File: src/hdl/hbcp_pkg.sv
// shared types, codes and helpers of the histogram percentile unit
// no dependencies
package hbcp_pkg;

    // default sizing
    localparam int DEF_MAX_BINS   = 256;
    localparam int DEF_COUNT_BITS = 32;
    localparam int QUEUE_DEPTH    = 2;

    // fixed field widths
    localparam int OP_W    = 2;
    localparam int FRAC_W  = 17;
    localparam int SUM_W   = 64;
    localparam int CFG_IDX_W = 8;
    localparam logic [FRAC_W-1:0] FRAC_ONE = 17'h10000;

    // operation codes
    typedef enum logic [OP_W-1:0] {
        OP_COUNT      = 2'd0,
        OP_SNAPSHOT   = 2'd1,
        OP_CLEAR      = 2'd2,
        OP_PERCENTILE = 2'd3
    } opcode_t;

    // result status codes
    localparam logic [1:0] ST_OK        = 2'd0;
    localparam logic [1:0] ST_NONE      = 2'd1;
    localparam logic [1:0] ST_DECREASED = 2'd2;

    // configuration register indexes
    localparam logic [CFG_IDX_W-1:0] REG_SCALE_MODE  = 8'd0;
    localparam logic [CFG_IDX_W-1:0] REG_MIN_VALUE   = 8'd1;
    localparam logic [CFG_IDX_W-1:0] REG_BIN_SCALE   = 8'd2;
    localparam logic [CFG_IDX_W-1:0] REG_BINS_IN_USE = 8'd3;

    // configuration reset values
    localparam logic [31:0] RST_BIN_SCALE   = 32'd65536;
    localparam logic [8:0]  RST_BINS_IN_USE = 9'd256;

    typedef struct packed {
        logic        scale_mode;
        logic [31:0] min_value;
        logic [31:0] bin_scale;
        logic [8:0]  bins_in_use;
    } cfg_t;

    // saturating 64-bit add
    function automatic logic [SUM_W-1:0] sat_add64(input logic [SUM_W-1:0] x,
                                                   input logic [SUM_W-1:0] y);
        logic [SUM_W:0] s;
        s = {1'b0, x} + {1'b0, y};
        return s[SUM_W] ? {SUM_W{1'b1}} : s[SUM_W-1:0];
    endfunction

endpackage

File: src/hdl/hbcp_front.sv
// front part: accepts requests and maps count samples to a bin
// depends on hbcp_pkg
module hbcp_front #(
    parameter int MAX_BINS = hbcp_pkg::DEF_MAX_BINS,
    localparam int AW    = $clog2(MAX_BINS),
    localparam int CAP_W = $clog2(MAX_BINS + 1)
) (
    input  logic                clk,
    input  logic                rst_n,
    input  logic                in_valid,
    output logic                in_ready,
    input  logic [1:0]          opcode,
    input  logic signed [31:0]  sample,
    input  logic [16:0]         fraction,
    input  hbcp_pkg::cfg_t      cfg,
    input  logic [CAP_W-1:0]    cap,
    input  logic [AW-1:0]       cap_last,
    output logic                q_valid,
    input  logic                q_ready,
    output logic [1:0]          q_op,
    output logic [AW-1:0]       q_bin,
    output logic [16:0]         q_fraction
);
    import hbcp_pkg::*;

    typedef enum logic [2:0] {
        F_IDLE,
        F_NORM,
        F_MUL,
        F_RND,
        F_CLAMP,
        F_PUSH
    } fstate_t;

    fstate_t       state_reg;
    logic [1:0]    op_reg;
    logic [16:0]   frac_reg;
    logic          log_reg;
    logic [32:0]   x_reg;
    logic [5:0]    k_reg;
    logic [31:0]   a_reg;
    logic [63:0]   prod_reg;
    logic [47:0]   idx_reg;
    logic [AW-1:0] bin_reg;

    logic [32:0]   off;
    logic [32:0]   off_p1;
    logic          off_le0;
    logic [63:0]   mul_out;
    logic [63:0]   rnd_sum;

    // offset of the sample from the lower bound, exact at 33 bits
    assign off     = {sample[31], sample} - {cfg.min_value[31], cfg.min_value};
    assign off_p1  = off + 33'd1;
    assign off_le0 = off[32] || (off == '0);

    // shared multiplier and rounding
    assign mul_out = 64'(a_reg) * 64'(cfg.bin_scale);
    assign rnd_sum = prod_reg + (log_reg ? 64'h8000_0000 : 64'h8000);

    assign in_ready   = (state_reg == F_IDLE);
    assign q_valid    = (state_reg == F_PUSH);
    assign q_op       = op_reg;
    assign q_bin      = bin_reg;
    assign q_fraction = frac_reg;

    // binning sequencer
    always_ff @(posedge clk or negedge rst_n)
    begin
        if (!rst_n)
        begin
            state_reg <= F_IDLE;
            op_reg    <= '0;
            frac_reg  <= '0;
            log_reg   <= 1'b0;
            x_reg     <= '0;
            k_reg     <= '0;
            a_reg     <= '0;
            prod_reg  <= '0;
            idx_reg   <= '0;
            bin_reg   <= '0;
        end
        else
        begin
            case (state_reg)
                F_IDLE:
                begin
                    if (in_valid)
                    begin
                        op_reg   <= opcode;
                        frac_reg <= fraction;
                        log_reg  <= cfg.scale_mode;
                        a_reg    <= off[31:0];
                        x_reg    <= off_p1;
                        k_reg    <= 6'd32;
                        idx_reg  <= '0;
                        bin_reg  <= '0;
                        if (opcode != OP_COUNT)
                        begin
                            state_reg <= F_PUSH;
                        end
                        else if (off_le0)
                        begin
                            state_reg <= F_CLAMP;
                        end
                        else if (cfg.scale_mode)
                        begin
                            state_reg <= F_NORM;
                        end
                        else
                        begin
                            state_reg <= F_MUL;
                        end
                    end
                end
                // leading one search, four places or one place a step
                F_NORM:
                begin
                    if (x_reg[32])
                    begin
                        a_reg     <= {10'd0, k_reg, x_reg[31:16]};
                        state_reg <= F_MUL;
                    end
                    else if (x_reg[32:29] == 4'd0)
                    begin
                        x_reg <= {x_reg[28:0], 4'd0};
                        k_reg <= k_reg - 6'd4;
                    end
                    else
                    begin
                        x_reg <= {x_reg[31:0], 1'b0};
                        k_reg <= k_reg - 6'd1;
                    end
                end
                F_MUL:
                begin
                    prod_reg  <= mul_out;
                    state_reg <= F_RND;
                end
                F_RND:
                begin
                    idx_reg   <= log_reg ? 48'(rnd_sum[63:32]) : rnd_sum[63:16];
                    state_reg <= F_CLAMP;
                end
                F_CLAMP:
                begin
                    bin_reg   <= (idx_reg >= 48'(cap)) ? cap_last : idx_reg[AW-1:0];
                    state_reg <= F_PUSH;
                end
                F_PUSH:
                begin
                    if (q_ready)
                    begin
                        state_reg <= F_IDLE;
                    end
                end
                default:
                begin
                    state_reg <= F_IDLE;
                end
            endcase
        end
    end

endmodule

File: config.mk
export PLATFORM = sky130hd
export DESIGN_NAME = hbcp_front
export DESIGN_NICKNAME = d
export VERILOG_FILES = /design/src/hdl/hbcp_pkg.sv /design/src/hdl/hbcp_front.sv
export SDC_FILE = /design/constraint.sdc
export NUM_CORES = 2
export LEC_CHECK = 0
export BUFFER_PORTS_ARGS = -buffer_cell sky130_fd_sc_hd__buf_2
export CAP_MARGIN = 40
export CORE_ASPECT_RATIO = 1.2
export CORE_MARGIN = 3
export CORE_UTILIZATION = 45
export CTS_CLUSTER_DIAMETER = 150
export CTS_CLUSTER_SIZE = 10
export DETAILED_ROUTE_END_ITERATION = 12
export PLACE_DENSITY_LB_ADDON = 0.3
export SYNTH_ARGS = -nofsm -noshare
export SYNTH_HDL_FRONTEND = slang
export SYNTH_SLANG_ARGS = --single-unit
File: constraint.sdc
create_clock -name clk -period 19.64 [get_ports clk]
set_input_delay 0 -clock clk [delete_from_list [all_inputs] [get_ports clk]]
set_output_delay 0 -clock clk [all_outputs]
set_load 0.01 [all_outputs]
==> impl_results.md <==
* Status: completed
* DRT iter0 DRCs at 2141
* Met2 global-route usage at 44.3%
* CTS root buf: clkbuf_16
* Grt met3 use at 3.30%
* Clk slew on worst S/H paths at 0.09 ns
* Die X at 295 um
* Largest net degree at the start of global routing at about 100
* Max reg flops at 49
* Worst hold path class: in2async
* Die Y at 352 um
* Period utilisation layout at 45.0%
* Cells after synthesis at 5081
* GRT Max-Usage Layer: met2
* Row count at between 100 and 150
* Data required, critical path at 20.09 ns
* DP HPWL at between 90000 and 100000 um
* Max FO, Critical Path at 33
* Per-cell routed wire length at between 20 and 25 um
* Gr usage total at 25.6%
* Most frequent cells in the layout: inv_1 (929), fa_1 (896), nand2_1 (738), and2_1 (619), ha_1 (307)
* Synth Cell Area at 45000 um2
* CTS tree: built
* Max Slew Vio Count at 0
* Worst-case clock buffer depth at 2
* Synth-to-layout area growth at 6.49%
* Worst setup path endpoint: prod_reg[63]
* Via density at roughly 5.4
* Syn. warnings at 0
* CTS-repair resized insts at 0
* Layout Skew at 0.0209 ns
* Place WS at 10.93 ns
* Vias in the first global route at 37200
* Inst Count DP at 6302
* RePlAce Congestion at 0.921
* Initial Util at 45.6%
* Via count at 34600
* Reg-to-Reg Start: a_reg[13]
* Initial antenna violation count at 11
* RSZ-0062 raised after global routing: no
* MaxCap Viol Count at 0
* Final ANT Viol Nets at 0
* Clock sink count at 199
* Cell variety after synth at 77
* Fillers at 9421
* Hold Vio Cnt, Final at 0
* R2r setup slk at 10.80 ns
* Most used flip-flop cell after synthesis: dfrtp_1
* Core Util, Final at between 40% and 50%
* DR pass1 iterations at 5
* Classification of the worst setup path: reg2reg
* Routed WL at 128000 um
* Slew Limit Headroom at 36.2%
* Worst reg-to-reg path cell count at 20
* Avg Cell Area, Syn at 8.85 um2
* Setup Buffers After CTS at 0
* Core area at 98700 um2
* Commonest non-fill, non-tap cell in the layout: inv_1
* Slew @ Worst Pin at 0.957 ns
* Die area at just over 100000 um2
* Setup TNS at 0 ns
* H-tree levels at 4
* Crit path launch: a_reg[13]
* RR Endpoint: prod_reg[63]
* Clk_lat worst skew at roughly 0.51 ns
* First-pass GRT wire length at about 200000 um
* Num CTS Buffers at 17
* Arr. time, crit path at 9.28 ns
* Share of cells above drive strength 1 at ~5.8%
* Register area share after synthesis at ~11%
* CP Launch Type: flop
* Routing usage on met1 at 31.0%
* Synth Register Bits at just under 200
* Syn nets at about 6400
* Fmax at between 100 and 150 MHz
* Post-layout min period at 8.84 ns
* Worst setup margin at 10.80 ns
* Async set-reset flop share out of synthesis at 100%
* Total congestion overflow at 0
* DRC at 0
* IO buf count at 165
* I/O pin cnt at roughly 180
* Crit. End Element: flop
* Fin cells at 6373
* EDFF count, synth at 0
* Final setup violation count at 0
* Nets at 6420
## stage by stage
stage	cell area [um2]	hold WS [ns]
global placement	46700	0.0544
CTS	47900	0.0336
global route	47900	0.0876
detailed placement	46900	0.0517
finish	47900	0.0521
floorplan	45000	-0.296
## logic make-up after synthesis
kind of cell,Yosys count,share of synthesized area [%]
buffers and inverters,1214,10.2
and+or+nand+nor,1725,19.1
muxes,35,0.785
DFF,199,11.1
xor gates and xnor gates,161,3.15
AOI/OAI and AO/OA,544,7.18
adders and majority gates,1203,48.4
## critical path: stages (launching register included)
cell and delay [ns]:
dfrtp_2 0.95, and2_1 0.27, fa_1 0.46, fa_1 0.50, inv_1 0.08, fa_1 0.51
fa_1 0.52, inv_1 0.05, fa_1 0.55, fa_1 0.42, fa_1 0.58, fa_1 0.48
ha_1 0.41, nand3_1 0.19, nor4_1 0.49, nor3b_1 0.55, a21oi_1 0.32, o41ai_2 0.82
a31oi_1 0.21, mux2_2 0.32, nand2_1 0.05
## cells in the mapped netlist (19+ instances only)
library cell / instances / area share, %
clkbuf_1: 276 / 2.3
mux2i_1: 33 / 0.73
nor4_1: 28 / 0.39
nor3_1: 28 / 0.31
nand4_1: 37 / 0.51
nor2_1: 121 / 1.0
nand3_1: 76 / 0.85
inv_1: 929 / 7.8
nand2_1: 740 / 6.2
xor2_1: 77 / 1.5
ha_1: 307 / 8.5
o21ai_0: 201 / 2.2
a21oi_1: 164 / 1.8
a21o_1: 46 / 0.77
xnor2_1: 83 / 1.6
and2_1: 620 / 8.6
dfrtp_1: 199 / 11
a22o_1: 19 / 0.37
fa_1: 896 / 40
## routing by layer
| metal | routed length (um) | share of wire, % | up-vias |
|---|---|---|---|
| met5 | 13 | 0.010 | - |
| met2 | 64400 | 50 | 1177 |
| li1 | - | - | 15400 |
| met1 | 48800 | 38 | 17600 |
| met4 | 7690 | 6.0 | 2 |
| met3 | 7020 | 5.5 | 352 |
## worst min path at each step
stage          slack (ns)            end  cells after the start
6_report             0.05  q_fraction[7]                      2
5_1_grt              0.09  q_fraction[7]                      2
4_1_cts              0.03   state_reg[2]                      6
3_5_place_dp         0.05  q_fraction[7]                      1
3_3_place_gp         0.05  q_fraction[5]                      1
2_1_floorplan       -0.30       a_reg[0]                      0
## timing repair
item                                   CTS  global route
endpoints found under the hold margin  107             0
setup endpoints to repair                0             0
hold buffers                            30             0
## cell type report
cell class	count	area (um2)	area share, %
sequential	199	4990	10.4
clock inverter	15	216	0.452
clock buffer	17	425	0.889
inverter	930	3490	7.29
antenna	9	22.5	0.0470
timing repair buffer	255	1710	3.58
multi-input combinational	3668	35400	74.0
tap	1280	1600	3.35
Power is left out: the tool's default activity adds up to more than one toggle a clock period on the data nets, which glitch-free logic cannot reach.
