--- src/hdl/hbcp_fifo.sv ---
// short request queue between front and back parts
// depends on nothing but its parameters
module hbcp_fifo #(
    parameter int WIDTH = 8,
    parameter int DEPTH = 2
) (
    input  logic             clk,
    input  logic             rst_n,
    input  logic             in_valid,
    output logic             in_ready,
    input  logic [WIDTH-1:0] in_data,
    output logic             out_valid,
    input  logic             out_ready,
    output logic [WIDTH-1:0] out_data
);
    localparam int PW = (DEPTH > 1) ? $clog2(DEPTH) : 1;
    localparam int CW = $clog2(DEPTH + 1);

    logic [WIDTH-1:0] slot_reg [DEPTH];
    logic [PW-1:0]    wr_ptr_reg;
    logic [PW-1:0]    rd_ptr_reg;
    logic [CW-1:0]    cnt_reg;
    logic             push;
    logic             pop;

    assign in_ready  = (cnt_reg < CW'(DEPTH));
    assign out_valid = (cnt_reg != '0);
    assign out_data  = slot_reg[rd_ptr_reg];
    assign push      = in_valid && in_ready;
    assign pop       = out_valid && out_ready;

    // pointers and fill count
    always_ff @(posedge clk or negedge rst_n)
    begin
        if (!rst_n)
        begin
            wr_ptr_reg <= '0;
            rd_ptr_reg <= '0;
            cnt_reg    <= '0;
        end
        else
        begin
            if (push)
            begin
                wr_ptr_reg <= (wr_ptr_reg == PW'(DEPTH - 1)) ? '0 : wr_ptr_reg + 1'b1;
            end
            if (pop)
            begin
                rd_ptr_reg <= (rd_ptr_reg == PW'(DEPTH - 1)) ? '0 : rd_ptr_reg + 1'b1;
            end
            if (push && !pop)
            begin
                cnt_reg <= cnt_reg + 1'b1;
            end
            else if (pop && !push)
            begin
                cnt_reg <= cnt_reg - 1'b1;
            end
        end
    end

    // storage
    always_ff @(posedge clk)
    begin
        if (push)
        begin
            slot_reg[wr_ptr_reg] <= in_data;
        end
    end

endmodule

--- config.mk ---
export PLATFORM = sky130hd
export DESIGN_NAME = hbcp_fifo
export DESIGN_NICKNAME = d
export VERILOG_FILES = /design/src/hdl/hbcp_fifo.sv
export SDC_FILE = /design/constraint.sdc
export NUM_CORES = 1
export LEC_CHECK = 0
export BUFFER_PORTS_ARGS = -buffer_cell sky130_fd_sc_hd__buf_4
export CAP_MARGIN = 25
export CORE_MARGIN = 2
export CORE_UTILIZATION = 46
export CTS_CLUSTER_SIZE = 40
export DETAILED_ROUTE_END_ITERATION = 7
export PLACE_DENSITY = 0.77
export SETUP_SLACK_MARGIN = 0.02
export SLEW_MARGIN = 20
export SYNTH_ARGS = -nofsm -noshare
export SYNTH_HDL_FRONTEND = slang
export SYNTH_SLANG_ARGS = --single-unit
export TNS_END_PERCENT = 10
--- constraint.sdc ---
create_clock -name clk -period 2.6 [get_ports clk]
set_input_delay 0.13 -clock clk [delete_from_list [all_inputs] [get_ports clk]]
set_output_delay 0.13 -clock clk [all_outputs]
set_load 0.02 [all_outputs]
==> results of run 1 <==
==> path summary, 6_finish.rpt <==
kind,start,end,cells past startpoint
max in group asynchronous,rst_n,rd_ptr_reg$_DFFE_PN0P_,2
min in group asynchronous,rst_n,cnt_reg[0]$_DFFE_PN0P_,2
worst min-delay path,in_data[5],slot_reg[1][5]$_DFFE_PP_,1
worst min register to register,wr_ptr_reg$_DFFE_PN0N_,wr_ptr_reg$_DFFE_PN0N_,1
worst max-delay path,cnt_reg[1]$_DFFE_PN0P_,slot_reg[0][7]$_DFFE_PP_,2
worst max register to register,cnt_reg[1]$_DFFE_PN0P_,slot_reg[0][7]$_DFFE_PP_,2
==> what timing repair did <==
item                      in CTS  in global routing
buffers inserted               0                  0
hold buffers                   1                  4
hold endpoints to repair       4                  7
==> worst max-delay path, delay by kind of cell, from the launching register on <==
kind          cells  cell delay [ns]
simple gates      2             0.80
flops             1             0.40
==> logic make-up (layout without fill, tap and decap cells) <==
| logic type | Yosys count | after routing | share of synthesized area [%] |
|---|---|---|---|
| and+or+nand+nor | 6 | 6 | 5.601 |
| buffers and inverters | 2 | 31 | 1.440 |
| adders and majority gates | 1 | 1 | 1.600 |
| muxes | 8 | 8 | 11.52 |
| DFF | 20 | 20 | 74.24 |
| xor gates and xnor gates | 5 | 5 | 5.601 |
==> cell type report <==
cell class | instances | share of cell area [%]
clock buffer | 4 | 2.555
inverter | 1 | 0.3650
multi-input combinational | 20 | 18.49
sequential | 20 | 56.45
tap | 16 | 1.946
timing repair buffer | 26 | 20.19
==> through the flow <==
stage               total power [µW]  worst slack [ns]  instances
floorplan                      774.6             1.184         42
global placement               905.0             1.071         78
detailed placement             916.3             1.033         78
CTS                             1059             1.026         83
global route                    1115            0.9485         87
finish                          1053             1.048         87
==> routing by layer <==
metal  vias to the layer above  global-route usage (%)
met5                         -                       0
met4                         0                   7.059
met3                         2                   3.600
met2                        12                   20.86
met1                       189                   16.94
li1                        208                       -
==> where the power goes <==
part	switching, µW	internal [µW]	leakage, µW
clock network	85.7	59.5	0.0000150
registers	56.0	433	0.000193
logic	202	217	0.000204
==> cell usage in the layout (no fill, tap or decap), drive strengths merged <==
master	Yosys	routed
inv	1	1
dlygate4sd3	0	5
nor2b	1	1
buf	1	21
edfxtp	16	16
and2b	1	1
and2	1	1
mux2	8	8
or2	1	1
nand2	1	1
xnor2	3	3
clkbuf	0	4
ha	1	1
xor2	2	2
nor2	1	1
dfrtp	4	4
==> out/metrics.cfg, run 1 <==
[outcome]
run_status = completed

[layout]
finish.utilization_pct = 66.72
postLayoutCellArea_mm2 = 0.001028
largest_reg_flops = 16
fraction_of_layout_cells_with_a_size_suffix_above_1_pct = 47.89
fill_cells = 119
seqCellArea_um2 = 580.6
syn_to_final_growth_pct = 31.52
multi_input_area_um2 = 190.2
antenna_cells = 0
nNetsFinal = 85

[sta]
fin_crit_sh_pct = 59.68
hold_slack_ns = 0.02026
fin_setup_tns_ns = 0
relSlewSlack_pct = 58.30
final-max-slew-violation-count = 0
post-route-min-period_ns = 1.552
fmax_mhz = 644.4
rsz0062_at_grt = no
report.final.setup_viol = 0
final_hold_violation_count = 0
worst_pin_slew_ns = 0.6242
worst_clock_skew_ns = 0.01045

[placed_design]
postPlaceCellArea_um2 = 952.2
io_buffer_count = 21
place_congestion = 0.6579
hpwl_um = 867.3

[global_routing]
grt.overflow.total = 0
antenna_found_initial = 0
grt_pass1_vias = 421
grt_usage_pct = 13.34
grt_max_degree = 12
grt_pass1_wl_mm = 1.856

[clocking]
path_clk_slew_ns = 0.11
buffer_cell_driving_the_clock_tree_root = sky130_fd_sc_hd__clkbuf_4
cts_tree = yes
htree_num_levels = 1
cts_inserted_buffers = 3
max-clock-path-buffers = 2
cts-resized-gates = 0
clkLatencyLatePin_ns = 0.29
clkSinkCount = 20

[routing]
drt-total-wl_mm = 1.152
drt_pass1_iterations = 1
detail_route.wirelength.met1_um = 517
drtAntennaViolNets = 0
drt-initial-drc-count = 0
met2RoutedLength_um = 562
detail_route.vias_per_cell = 4.724
via_count = 411
highest-signal-layer = met4
remaining_drc_errors = 0
post_drt_wl_per_cell_um = 13.24
met3_wirelength_um = 63

[power]
power_density_mw_per_mm2 = 1024
p_leak_uw = 0.0004125
power.ir.vdd_worst_mv = 0.6282

[synth]
synth_edf_count = 16
synth.largest_area_cell = sky130_fd_sc_hd__edfxtp_1
post_synth.cell_area_avg_um2 = 18.62
synth_cells = 42
synth_commonest_cells = 16 x sky130_fd_sc_hd__edfxtp_1, 8 x sky130_fd_sc_hd__mux2_2, 4 x sky130_fd_sc_hd__dfrtp_1, 3 x sky130_fd_sc_hd__xnor2_1, 2 x sky130_fd_sc_hd__xor2_1
synth.ff_latch_count = 20
ys_types = 14
synthesis.area_um2 = 782.0
synthesis.nets = 55
async_flop_share_pct = 20.00
synth.yosys.seq_area_share_pct = 74.24
synth_warnings = 0
synth-main-ff-cell = sky130_fd_sc_hd__edfxtp_1
synth_top_cells_by_area = sky130_fd_sc_hd__edfxtp_1 61%, sky130_fd_sc_hd__dfrtp_1 13%, sky130_fd_sc_hd__mux2_2 12%, sky130_fd_sc_hd__xnor2_1 3.4%, sky130_fd_sc_hd__xor2_1 2.2%
synthDominantCellAreaShare_pct = 61.44
synth.most_common_cell = sky130_fd_sc_hd__edfxtp_1

[worst_setup_path]
r2r_setup_slack_ns = 1.05
startpoint_type = flop
arrival_ns = 1.48
end_kind = flop
worst-path-max-fanout = 8
critPathKind = reg -> reg
crit_required_ns = 2.53
slowest_delay_ns = 0.54
path_cells = and2b_1, nor2b_1
critical-path-slowest-cell = sky130_fd_sc_hd__nor2b_1

[flow_run]
maxCapViolCount = 0

[die]
io-pin-count = 22
design.die.area_mm2 = 0.002046
die_width_um = 45.23
die-height_um = 45.23
row_count = 14
core_mm2 = 0.001541
floorplan.initialDensity_pct = 50.73

[hold_path]
min_delay_worst_type = in -> reg

Note: power is estimated with default switching activity, not from simulation.
==> inputs of run 2 (changes only) <==
ABC_AREA = 1   (was not set)
CORE_UTILIZATION = 44   (was 46)
clock period = 1.4 ns   (was 2.6 ns; I/O delays follow)
==> out/metrics.cfg, run 2 <==
[global_routing]
antenna_found_initial = 0  ; unchanged
grt_max_degree = 12  ; unchanged
grt_pass1_vias = 552  ; +31%
grt_pass1_wl_mm = 2.249  ; +21%
grt_usage_pct = 16.03  ; +2.7 points
grt.overflow.total = 0  ; unchanged

[synth]
synthDominantCellAreaShare_pct = 59.63  ; -1.8 points
async_flop_share_pct = 20.00  ; unchanged
synth.most_common_cell = sky130_fd_sc_hd__nand2_1
synth_warnings = 0  ; unchanged
area_share_of_xor_xnor_cells_in_the_synthesized_design_pct = 2.174  ; -3.4 points
synth.yosys.seq_area_share_pct = 72.05  ; -2.2 points
synth_cells = 69  ; +64%
largest_family_of_logic_cells_by_synthesized_area = simple AND/OR/NAND/NOR gates
synth_edf_count = 16  ; unchanged
ys_types = 14  ; unchanged
synth.ff_latch_count = 20  ; unchanged
synth-main-ff-cell = sky130_fd_sc_hd__edfxtp_1
synthesis.area_um2 = 805.8  ; +3.0%
synth-adder-area-share_pct = 1.553  ; -0.047 points
synth_simple_gate_area_share_pct = 19.25  ; +14 points
post_synth.cell_area_avg_um2 = 11.68  ; -37%
synth.largest_area_cell = sky130_fd_sc_hd__edfxtp_1
synth_compound_area_share_pct = 0  ; unchanged
synth_top_cells_by_area = sky130_fd_sc_hd__edfxtp_1 60%, sky130_fd_sc_hd__nand2_1 14%, sky130_fd_sc_hd__dfrtp_1 12%, sky130_fd_sc_hd__nand2_2 2.3%, sky130_fd_sc_hd__inv_1 1.9%
synth_commonest_cells = 30 x sky130_fd_sc_hd__nand2_1, 16 x sky130_fd_sc_hd__edfxtp_1, 4 x sky130_fd_sc_hd__dfrtp_1, 4 x sky130_fd_sc_hd__inv_1, 3 x sky130_fd_sc_hd__nand2_2
synthesis.nets = 82  ; +49%
synth.area.mux_share_pct = 0  ; -12 points

[power]
power.ir.vdd_worst_mv = 1.023  ; +63%
power_frac_seq_pct = 41.2  ; -5.2 points
power.net_switching_uw = 872.7  ; +150%
power.share.switching_pct = 39.04  ; +6.4 points
p_leak_uw = 0.0005197  ; +26%
power_density_mw_per_mm2 = 1955  ; +91%
p_int_uw = 1363  ; +92%
clockPowerShare_pct = 12.2  ; -1.6 points
power_frac_comb_pct = 46.6  ; +6.8 points

[layout]
largest_reg_flops = 16  ; unchanged
nNetsFinal = 120  ; +41%
antenna_cells = 0  ; unchanged
finish.utilization_pct = 66.23  ; -0.49 points
layout.cells.most_common_list = 30 x sky130_fd_sc_hd__nand2_1, 25 x sky130_fd_sc_hd__buf_4, 16 x sky130_fd_sc_hd__edfxtp_1
fraction_of_layout_cells_with_a_size_suffix_above_1_pct = 34.91  ; -13 points
syn_to_final_growth_pct = 41.93
mostFrequentLayoutCell = sky130_fd_sc_hd__nand2_1

[routing]
via_count = 566  ; +38%
detail_route.vias_per_cell = 4.321  ; -8.5%
drt-total-wl_mm = 1.563  ; +36%
drtAntennaViolNets = 0  ; unchanged
post_drt_wl_per_cell_um = 11.93  ; -9.9%
remaining_drc_errors = 0  ; unchanged
drt-initial-drc-count = 12  ; +12
drt_pass1_iterations = 4  ; +3

[sta]
fmax_mhz = 780.7
final-max-slew-violation-count = 0  ; unchanged
post-route-min-period_ns = 1.281
report.final.setup_viol = 0  ; unchanged
fin_crit_sh_pct = 91.49
relSlewSlack_pct = 83.99  ; +26 points
worst_pin_slew_ns = 0.2402  ; -0.3841 ns
final_hold_violation_count = 0  ; unchanged
fin_setup_tns_ns = 0  ; unchanged
rsz0062_at_grt = no
timing.final.ws_setup_ns = 0.1192  ; -0.9291 ns
worst_clock_skew_ns = 0.0008449  ; -0.009604 ns
hold_slack_ns = 0.02103  ; +0.0007672 ns

[placed_design]
post-place-ws_ns = 0.05479  ; -0.9779 ns
place_congestion = 0.7144  ; +8.6%
io_buffer_count = 21  ; unchanged
hpwl_mm = 1.098  ; +27%

[hold_path]
min_delay_worst_type = in -> reg
worst_hold_path.num_cells = 3  ; +2

[worst_setup_path]
cp_num_buf_inv = 2  ; +2
critical-path-slowest-cell = sky130_fd_sc_hd__dfrtp_2
startpoint_type = flop
worst_path_most_repeated_cell = sky130_fd_sc_hd__nand2_1
path_depth = 4  ; +2
path_cells = inv_4, nand2_1, nand2_1, buf_4
worst_r2r_path_depth = 8  ; +6
critPathKind = reg -> out
end_kind = primary output
arrival_ns = 1.21  ; -0.27 ns
timing.critical_path.max_delay_family = flip-flops
worst-path-max-fanout = 10  ; +2
crit_required_ns = 1.33  ; -1.20 ns
slowest_delay_ns = 0.52  ; -0.02 ns

[clocking]
cts_inserted_buffers = 3  ; unchanged
clkSinkCount = 20  ; unchanged
htree_num_levels = 1  ; unchanged
path_clk_slew_ns = 0.10  ; about the same
clkLatencyLatePin_ns = 0.29  ; about the same
max-clock-path-buffers = 2  ; unchanged
cts_tree = yes
buffer_cell_driving_the_clock_tree_root = sky130_fd_sc_hd__clkbuf_4

[die]
io-pin-count = 22  ; unchanged
die-height_um = 46.80  ; +3.5%
die_width_um = 46.80  ; +3.5%
core_mm2 = 0.001727  ; +12%
floorplan.initialDensity_pct = 46.67  ; -4.1 points
design.die.area_mm2 = 0.002190  ; +7.0%
row_count = 15  ; +1

[outcome]
run_status = completed

[flow_run]
maxCapViolCount = 0  ; unchanged

run 2: changes by cell type after synthesis, moves of 2 or more:
cell | before | now
sky130_fd_sc_hd__inv_1 | 1 | 4
sky130_fd_sc_hd__nand3_1 | 0 | 2
sky130_fd_sc_hd__nand2_1 | 0 | 30
sky130_fd_sc_hd__nand2_2 | 0 | 3
sky130_fd_sc_hd__mux2_2 | 8 | 0
sky130_fd_sc_hd__inv_2 | 0 | 2
sky130_fd_sc_hd__xnor2_1 | 3 | 1
run 2: layout make-up:
class,instances,area [µm²]
Fill cell,147,583.1
Sequential cell,20,581.8
Timing Repair Buffer,34,277.8
Multi-Input combinational cell,41,197.7
Tap cell,25,31.28
Inverter,7,28.78
Clock buffer,4,26.28
run 2: cell families (layout without fill, tap and decap cells):
family                     Yosys count  after routing
adders and majority gates            1              1
and+or+nand+nor                     38             38
buffers and inverters                8             45
xor gates and xnor gates             2              2
DFF                                 20             20
run 2: metrics by stage:
step	cell area, µm²	instances	power [µW]
after floorplan	805.8	69	1513
after global placement	1006	117	1854
after detailed placement	1006	117	1904
after CTS	1124	130	2199
after global routing	1144	131	2372
final	1144	131	2236
run 2: power groups by stage:
stage / registers (µW) / clock network (µW) / logic, µW
after floorplan: 872 / 0 / 640
after global placement: 922 / 0 / 932
after detailed placement: 936 / 0 / 968
after CTS: 925 / 282 / 992
after global routing: 935 / 296 / 1140
final: 920 / 273 / 1040
run 2: per-layer routing:
layer  up-vias  track usage (%)  part of all wire [%]  wire length (µm)
li1        294                -                     -                 -
met2        11            29.32                    56               881
met1       259            16.92                    39               611
met3         2            2.692                   3.7                58
met5         -                0                     0                 0
met4         0            10.00                  0.77                12
run 2: worst reg2reg max path: stages, from the launching register on:
cell                      delay (ns)
sky130_fd_sc_hd__dfrtp_1        0.41
sky130_fd_sc_hd__inv_2          0.10
sky130_fd_sc_hd__nand2_2        0.08
sky130_fd_sc_hd__inv_1          0.10
sky130_fd_sc_hd__ha_4           0.21
sky130_fd_sc_hd__inv_2          0.06
sky130_fd_sc_hd__nand3_1        0.09
sky130_fd_sc_hd__nand2_1        0.07
sky130_fd_sc_hd__nand2_1        0.04
run 2: path summary, 6_finish.rpt:
kind                                         from                      to  slack [ns]
setup / recovery           rd_ptr_reg$_DFFE_PN0P_             out_data[3]        0.12
hold reg to reg            cnt_reg[1]$_DFFE_PN0P_  cnt_reg[1]$_DFFE_PN0P_        0.52
hold / removal                          out_ready  rd_ptr_reg$_DFFE_PN0P_        0.02
max in group asynchronous                   rst_n  rd_ptr_reg$_DFFE_PN0P_        1.18
setup reg to reg           cnt_reg[1]$_DFFE_PN0P_  cnt_reg[1]$_DFFE_PN0P_        0.13
min in group asynchronous                   rst_n  rd_ptr_reg$_DFFE_PN0P_        0.11
run 2: what timing repair did:
item | in CTS | in global routing
gates resized for setup | 1 | 2
hold buffers | 9 | 0
buffers inserted | 0 | 1
endpoints found under the setup margin | 8 | 1
hold endpoints to repair | 20 | 0
==> inputs of run 3 (changes only) <==
CAP_MARGIN = not set   (was 25)
PLACE_DENSITY = 0.71   (was 0.77)
==> out/metrics.cfg, run 3 (same netlist as run 2, synthesis figures left out) <==
[power]
p_leak_uw = 0.0005238  ; +0.79%
power.ir.vdd_worst_mv = 1.237  ; +21%
power_density_mw_per_mm2 = 2026  ; +3.6%
finalPower_uw = 2314  ; +3.5%

[die]
core_mm2 = 0.001727  ; unchanged
row_count = 15  ; unchanged
die-height_um = 46.80  ; unchanged
die_width_um = 46.80  ; unchanged
io-pin-count = 22  ; unchanged
design.die.area_mm2 = 0.002190  ; unchanged
floorplan.initialDensity_pct = 46.67  ; unchanged

[routing]
drt-initial-drc-count = 3  ; -9
drt-total-wl_mm = 1.374  ; -12%
drtAntennaViolNets = 0  ; unchanged
remaining_drc_errors = 0  ; unchanged
detail_route.vias_per_cell = 4.357  ; +0.83%
via_count = 562  ; -0.71%
post_drt_wl_per_cell_um = 10.65  ; -11%
drt_pass1_iterations = 4  ; unchanged

[worst_setup_path]
critPathKind = reg -> reg
end_kind = flop
crit_required_ns = 1.59  ; +0.26 ns
worst_r2r_path_depth = 8  ; unchanged
worst_r2r_endpoint = cnt_reg[1]$_DFFE_PN0P_
startpoint_type = flop
regToRegStartpoint = cnt_reg[0]$_DFFE_PN0P_
worst-path-max-fanout = 3  ; -7
r2r_setup_slack_ns = 0.13  ; about the same
arrival_ns = 1.46  ; +0.25 ns

[sta]
post-route-min-period_ns = 1.274  ; -0.006795 ns
rsz0062_at_grt = yes
final_hold_violation_count = 0  ; unchanged
worst_clock_skew_ns = 0.006452  ; +0.005608 ns
hold_slack_ns = 0.06032  ; +0.03930 ns
report.final.setup_viol = 0  ; unchanged
fin_setup_tns_ns = 0  ; unchanged
fmax_mhz = 784.9  ; +0.53%
relSlewSlack_pct = 85.69  ; +1.7 points
fin_crit_sh_pct = 91.00  ; -0.49 points
final-max-slew-violation-count = 0  ; unchanged
worst_pin_slew_ns = 0.2146  ; -0.02551 ns

[layout]
nNetsFinal = 118  ; -1.7%
layout.cells.most_common_list = 30 x sky130_fd_sc_hd__nand2_1, 23 x sky130_fd_sc_hd__buf_4, 16 x sky130_fd_sc_hd__edfxtp_1
syn_to_final_growth_pct = 41.77
mostFrequentLayoutCell = sky130_fd_sc_hd__nand2_1
finish.utilization_pct = 66.16  ; -0.072 points
final_cell_count_no_fill = 129  ; -1.5%
fraction_of_layout_cells_with_a_size_suffix_above_1_pct = 32.69  ; -2.2 points
antenna_cells = 0  ; unchanged
largest_reg_flops = 16  ; unchanged

[hold_path]
min_delay_worst_type = in -> reg
worst_hold_path.num_cells = 3  ; unchanged
timing.hold.worst_endpoint = rd_ptr_reg$_DFFE_PN0P_
timing.hold.worst.start = out_ready

[clocking]
cts_inserted_buffers = 3  ; unchanged
clkSinkCount = 20  ; unchanged
cts_tree = yes
clkLatencyLatePin_ns = 0.29  ; about the same
buffer_cell_driving_the_clock_tree_root = sky130_fd_sc_hd__clkbuf_4
max-clock-path-buffers = 2  ; unchanged
htree_num_levels = 1  ; unchanged
path_clk_slew_ns = 0.10  ; about the same

[placed_design]
hpwl_um = 923.1  ; -16%
place_congestion = 0.7108  ; -0.50%
io_buffer_count = 21  ; unchanged
placed_cell_count = 116  ; -0.85%

[flow_run]
maxCapViolCount = 0  ; unchanged

[global_routing]
grt_usage_pct = 13.58  ; -2.5 points
grt_pass1_wl_mm = 1.966  ; -13%
grt_max_degree = 13  ; +1
grt.overflow.total = 0  ; unchanged
antenna_found_initial = 0  ; unchanged
grt_pass1_vias = 515  ; -6.7%

[outcome]
run_status = completed

-- run 3: cell count changes in the layout (fill, tap and decap cells not counted) --
cell	change
sky130_fd_sc_hd__inv_1	+1
sky130_fd_sc_hd__ha_1	+1
sky130_fd_sc_hd__inv_2	-1
sky130_fd_sc_hd__buf_4	-2
sky130_fd_sc_hd__clkbuf_1	-1
sky130_fd_sc_hd__ha_4	-1
sky130_fd_sc_hd__bufinv_16	+1
-- run 3: worst max-delay path, cell delays in order, from the launching register on --
cell                      delay (ns)
sky130_fd_sc_hd__dfrtp_1        0.40
sky130_fd_sc_hd__inv_2          0.06
sky130_fd_sc_hd__nand2_2        0.07
sky130_fd_sc_hd__nand2_2        0.06
sky130_fd_sc_hd__ha_1           0.32
sky130_fd_sc_hd__inv_1          0.09
sky130_fd_sc_hd__nand3_1        0.08
sky130_fd_sc_hd__nand2_1        0.06
sky130_fd_sc_hd__nand2_1        0.04
-- run 3: final cells by class --
| type | instances | area, µm² |
|---|---|---|
| Multi-Input combinational cell | 41 | 185.2 |
| Clock buffer | 3 | 22.52 |
| Inverter | 7 | 28.78 |
| Sequential cell | 20 | 581.8 |
| Timing Repair Buffer | 32 | 262.8 |
| Fill cell | 151 | 584.3 |
| Tap cell | 25 | 31.28 |
| Clock inverter | 1 | 30.03 |
-- run 3: power by group --
group	internal (µW)	switching, µW
logic	390	562
clock network	289	161
registers	814	98.1
total	1490	821
-- run 3: layer usage --
layer | vias to the layer above | global-route usage [%] | wire length, µm
met5 | - | 0 | 0
met4 | 0 | 8.333 | 12
met3 | 2 | 2.308 | 60
met2 | 15 | 24.66 | 729
met1 | 251 | 14.54 | 571
li1 | 294 | - | -
-- run 3: repair_timing --
| item | 4_1_cts | 5_1_grt |
|---|---|---|
| hold buffers | 9 | 0 |
| buffers inserted | 0 | 0 |
| gates resized for setup | 0 | 1 |
| endpoints found under the hold margin | 20 | 0 |
| setup endpoints to repair | 0 | 9 |
-- run 3: metrics by stage --
stage,setup slack [ns],area (µm²)
detailed placement,0.1391,998.5
floorplan,0.05658,805.8
finish,0.1260,1142
CTS,0.03345,1141
global placement,0.1845,998.5
global route,0.006415,1142
-- run 3: how the worst max path moves through the flow --
stage	startpoint	to	slack, ns	depth (start not counted)
3_5_place_dp	cnt_reg[0]$_DFFE_PN0P_	cnt_reg[1]$_DFFE_PN0P_	0.14	8
4_1_cts	rd_ptr_reg$_DFFE_PN0P_	out_data[3]	0.03	4
2_1_floorplan	cnt_reg[1]$_DFFE_PN0P_	slot_reg[1][0]$_DFFE_PP_	0.06	3
3_3_place_gp	cnt_reg[0]$_DFFE_PN0P_	cnt_reg[1]$_DFFE_PN0P_	0.18	8
6_report	cnt_reg[0]$_DFFE_PN0P_	cnt_reg[1]$_DFFE_PN0P_	0.13	8
5_1_grt	cnt_reg[0]$_DFFE_PN0P_	cnt_reg[1]$_DFFE_PN0P_	0.006	8
